`src/hdl/mtt_ram.sv`:
```
// Generic simple dual-port RAM with one write port and one registered read port.
module mtt_ram #(
    parameter int WIDTH = 8,
    parameter int DEPTH = 64,
    localparam int AW = (DEPTH > 1) ? $clog2(DEPTH) : 1
) (
    input  logic             clk,
    input  logic             we,
    input  logic [AW-1:0]    waddr,
    input  logic [WIDTH-1:0] wdata,
    input  logic [AW-1:0]    raddr,
    output logic [WIDTH-1:0] rdata
);

    logic [WIDTH-1:0] mem_reg [DEPTH];
    logic [WIDTH-1:0] rdata_reg;

    always_ff @(posedge clk)
    begin
        if (we)
        begin
            mem_reg[waddr] <= wdata;
        end
        rdata_reg <= mem_reg[raddr];
    end

    assign rdata = rdata_reg;

endmodule

```
`config.mk`:
```
export PLATFORM = sky130hd
export DESIGN_NAME = mtt_ram
export DESIGN_NICKNAME = d
export VERILOG_FILES = /design/src/hdl/mtt_ram.sv
export SDC_FILE = /design/constraint.sdc
export NUM_CORES = 1
export LEC_CHECK = 0
export ABC_AREA = 1
export BUFFER_PORTS_ARGS = -buffer_cell sky130_fd_sc_hd__buf_2
export CAP_MARGIN = 20
export CORE_MARGIN = 3
export CORE_UTILIZATION = 54
export CTS_CLUSTER_DIAMETER = 30
export DETAILED_ROUTE_END_ITERATION = 6
export GPL_ROUTABILITY_DRIVEN = 0
export PLACE_DENSITY = 0.76
export RECOVER_POWER = 50
export SYNTH_ARGS = -nofsm -noshare
export SYNTH_HDL_FRONTEND = slang
export SYNTH_SLANG_ARGS = --single-unit
```
`constraint.sdc`:
```
create_clock -name clk -period 2.7 [get_ports clk]
set_input_delay 0.405 -clock clk [delete_from_list [all_inputs] [get_ports clk]]
set_output_delay 0.405 -clock clk [all_outputs]
set_load 0.005 [all_outputs]
```
== Word-level counts from Yosys, hierarchy flattened ==
Memories as Yosys holds them, arrays and structs flattened. A register that Yosys moved wholly into a read port is not among the register bits.
Index checks and enable logic that the tools add are counted.
Operators by class
  multiplexer cells: 2
Operator list (count)
  $mux 1: 2
Word-level totals
  bits in registers: 0
  RAM bits: 512
  bits of input ports: 22
  word-level logic and storage cells: 3
  memories: 1
Memory list
  mem_reg: depth 64, bits a word 8, read ports 1, clocked after memory_dff 1, write ports 1, RTL line 15  | logic [WIDTH-1:0] mem_reg [DEPTH];

== Logic depth before layout (Yosys ltp) ==
  word-level depth: 2
  gate-level depth with buffers: 12
  gate-level depth less buffers: 9

== Least setup slack after synthesis ==
OpenSTA, ideal clock, no wires.
  path kind: input port to flip-flop
  from: in we
  to: mem mem_reg[48][0] (enable)
  library setup time: 0.395 ns
  arrival: 1.776 ns
  slack: 0.529 ns
  stages: 3
  path buffers: 1
  path through: clkbuf_1 -> nand4_1 -> nor4_1
On the way
  cells in the longest elaborated chain, start to end: 2
Ends and longest elaborated chain
  start, declared: RTL line 8  | input logic we,
  $mux 1: RTL line 20  | if (we)
  $mux 1 (implied by the code): RTL line 22  | mem_reg[waddr] <= wdata;
  end, declared: RTL line 15
Every way passes these cells.

== Worst setup path in the final report ==
  from: in wdata[1]
  to: mem mem_reg[10][1], data pin
RTL lines
  start, declared: RTL line 10  | input logic [WIDTH-1:0] wdata,
Straight into the memory's write port.

==> flow_metrics.tcl <==
set metrics [dict create \
    status "finished, violations left" \
    failed_checks "capacitance limit, slew limit" \
    htree_levels 3 \
    p_leak_nw 9.423 \
    r2r_cells 8 \
    grt_pass1_wl_um 85080 \
    path_class "in -> reg" \
    fin_crit_ns 2.078 \
    ys_seq_area_frac 0.7280 \
    cp_num_buf_inv 2 \
    fp-row-count 72 \
    grt_pass1_vias 15140 \
    max_freq_mhz 481.3 \
    fin_skew_ns 0.03290 \
    drt_pass1_iterations 5 \
    clk_latency_ns 0.60 \
    tns_ns 0 \
    grt.met1_usage 0.3435 \
    hold_depth 3 \
    avgViaCountPerCell 5.937 \
    syn_inst 1805 \
    cts.sinks 520 \
    yosysUniqueCellTypes 16 \
    port_buffers 29 \
    rr_startpoint "mem_reg[27][1]" \
    wl_um 54860 \
    grt_use_total 0.2652 \
    worstPathArrival_ns 2.48 \
    post_drt_wl_per_cell_um 21.83 \
    grt-ovfl-total 0 \
    powerDensity_nw_per_um2 854.5 \
    ir_worst_vdd_v 0.0007877 \
    design_power_total_w 0.02172 \
    grt_use_met2 0.4289 \
    hp-class "in -> reg" \
    drv_slew 286 \
    dp_hpwl_um 30580 \
    synthesis.nets 1827 \
    critPathMaxStageDelay_ns 1.58 \
    slowest_stage "clkbuf_1" \
    dp_cells 2342 \
    grt_max_degree 126 \
    ys_ff_latch 520 \
    cts_tree "done" \
    die_h_um 204.8 \
    worst_slew_pin_slew_ns 2.327 \
    synth.avg_cell_area_um2 11.82 \
    clockBufferDepth 3 \
    fin_nets 1937 \
    ios 30 \
    syn-cell-area_um2 21340 \
    largest_reg_flops 512 \
    rsz0062_at_grt "no" \
    drive_gt1_frac 0.1398 \
    worstReg2RegEnd "rdata[1]" \
    layout_common_cells "648 x nand2_1, 512 x edfxtp_1, 439 x nand3_1" \
    min_period_over_period 0.7696 \
    die_area_um2 41940 \
    relSlewSlack -0.5513 \
    antenna_found_initial 6 \
    holdPathEnd "rdata[7]" \
    vias 14920 \
    cp.depth 2 \
    final_common_cell "nand2_1" \
    coreArea_um2 38830 \
    area_delta_synth_final_pct 19.11 \
    cp_data_required_time_ns 3.10 \
    maxCapViolations 8 \
    ys_warn_count 0 \
    gr-max-usage-layer "met2" \
    clk_pin_slew_worst_paths_ns 0.05 \
    finalSetupViolCount 0 \
    die_w_um 204.8 \
    drc 0 \
    final_cell_count_no_fill 2513 \
    cts_root_buf "clkbuf_16" \
    dr.first_iter.drc_count 2022 \
    crit_path_end_kind "register" \
    rrSetupSlack_ns 1.22 \
    post_cts_buffers 0 \
    cp_max_fo 40 \
    crit_chain "clkbuf_1 > buf_4" \
    initial_core_util 0.5496 \
    cts_buffers 89 \
    use_met3 0.05816 \
    min_from "raddr[5]" \
    start_kind "primary input" \
    finalHoldViolations 0 \
    ctsHoldBuffers 0 \
    ctsResizeCount 0 \
    critPathTopFamily "buffers and inverters" \
    antenna_left 0 \
]
-- kinds of logic after synthesis --
logic type,after synthesis,share of synthesized area
and+or+nand+nor,1160,0.2318
DFF,520,0.7280
buffers and inverters,125,0.04022
-- metal layers --
metal  part of all wire  wire length, um
met2               0.48            26580
met4              0.043             2358
met1               0.37            20210
met5            0.00024               13
met3               0.10             5690
-- worst max path at each step --
stage | from | end | slack [ns]
CTS | raddr[1] | rdata[1] | 1.06
global route | wdata[0] | mem_reg[15][0] | 0.54
detailed placement | raddr[0] | rdata[1] | 0.50
global placement | raddr[0] | rdata[2] | 0.49
finish | wdata[1] | mem_reg[10][1] | 0.62
floorplan | we | mem_reg[48][0] | 0.53
-- synthesized netlist by cell type --
| master | instances | area (um2) |
|---|---|---|
| buf_1 | 10 | 37.54 |
| buf_2 | 37 | 185.2 |
| buf_4 | 14 | 105.1 |
| buf_6 | 35 | 394.1 |
| buf_8 | 2 | 30.03 |
| clkbuf_1 | 15 | 56.30 |
| dfxtp_1 | 8 | 160.2 |
| edfxtp_1 | 512 | 15370 |
| inv_1 | 10 | 37.54 |
| inv_2 | 1 | 3.750 |
| inv_6 | 1 | 8.760 |
| nand2_1 | 648 | 2432 |
| nand3_1 | 439 | 2197 |
| nand4_1 | 9 | 56.30 |
| nor2_1 | 56 | 210.2 |
| nor4_1 | 8 | 50.05 |
-- power breakdown --
part | total (W) | switching (W) | internal [W] | leakage (nW)
logic | 0.00107 | 0.000791 | 0.000281 | 3.25
clock network | 0.0117 | 0.00397 | 0.00769 | 1.50
registers | 0.00899 | 0.0000287 | 0.00896 | 4.67
-- per-stage QoR --
stage	util	area [um2]	worst slack [ns]	hold WS [ns]
2_1_floorplan	-	21340	0.5289	0.5039
3_3_place_gp	0.5739	22280	0.4919	0.8062
3_5_place_dp	0.5739	22280	0.5041	0.8050
4_1_cts	0.6552	25440	1.065	0.1958
5_1_grt	0.6546	25410	0.5401	0.2255
6_report	0.6546	25420	0.6221	0.2263
-- area by class of cell --
type                       instances  area, um2
antenna                            6      15.01
clock buffer                      97       2278
clock inverter                    68      875.8
fill                            2606      13410
inverter                          12      52.55
multi-input combinational       1160       4946
sequential                       520      15530
tap                              518      648.1
timing repair buffer             132       1066
Power figures use the tool's default switching activity.
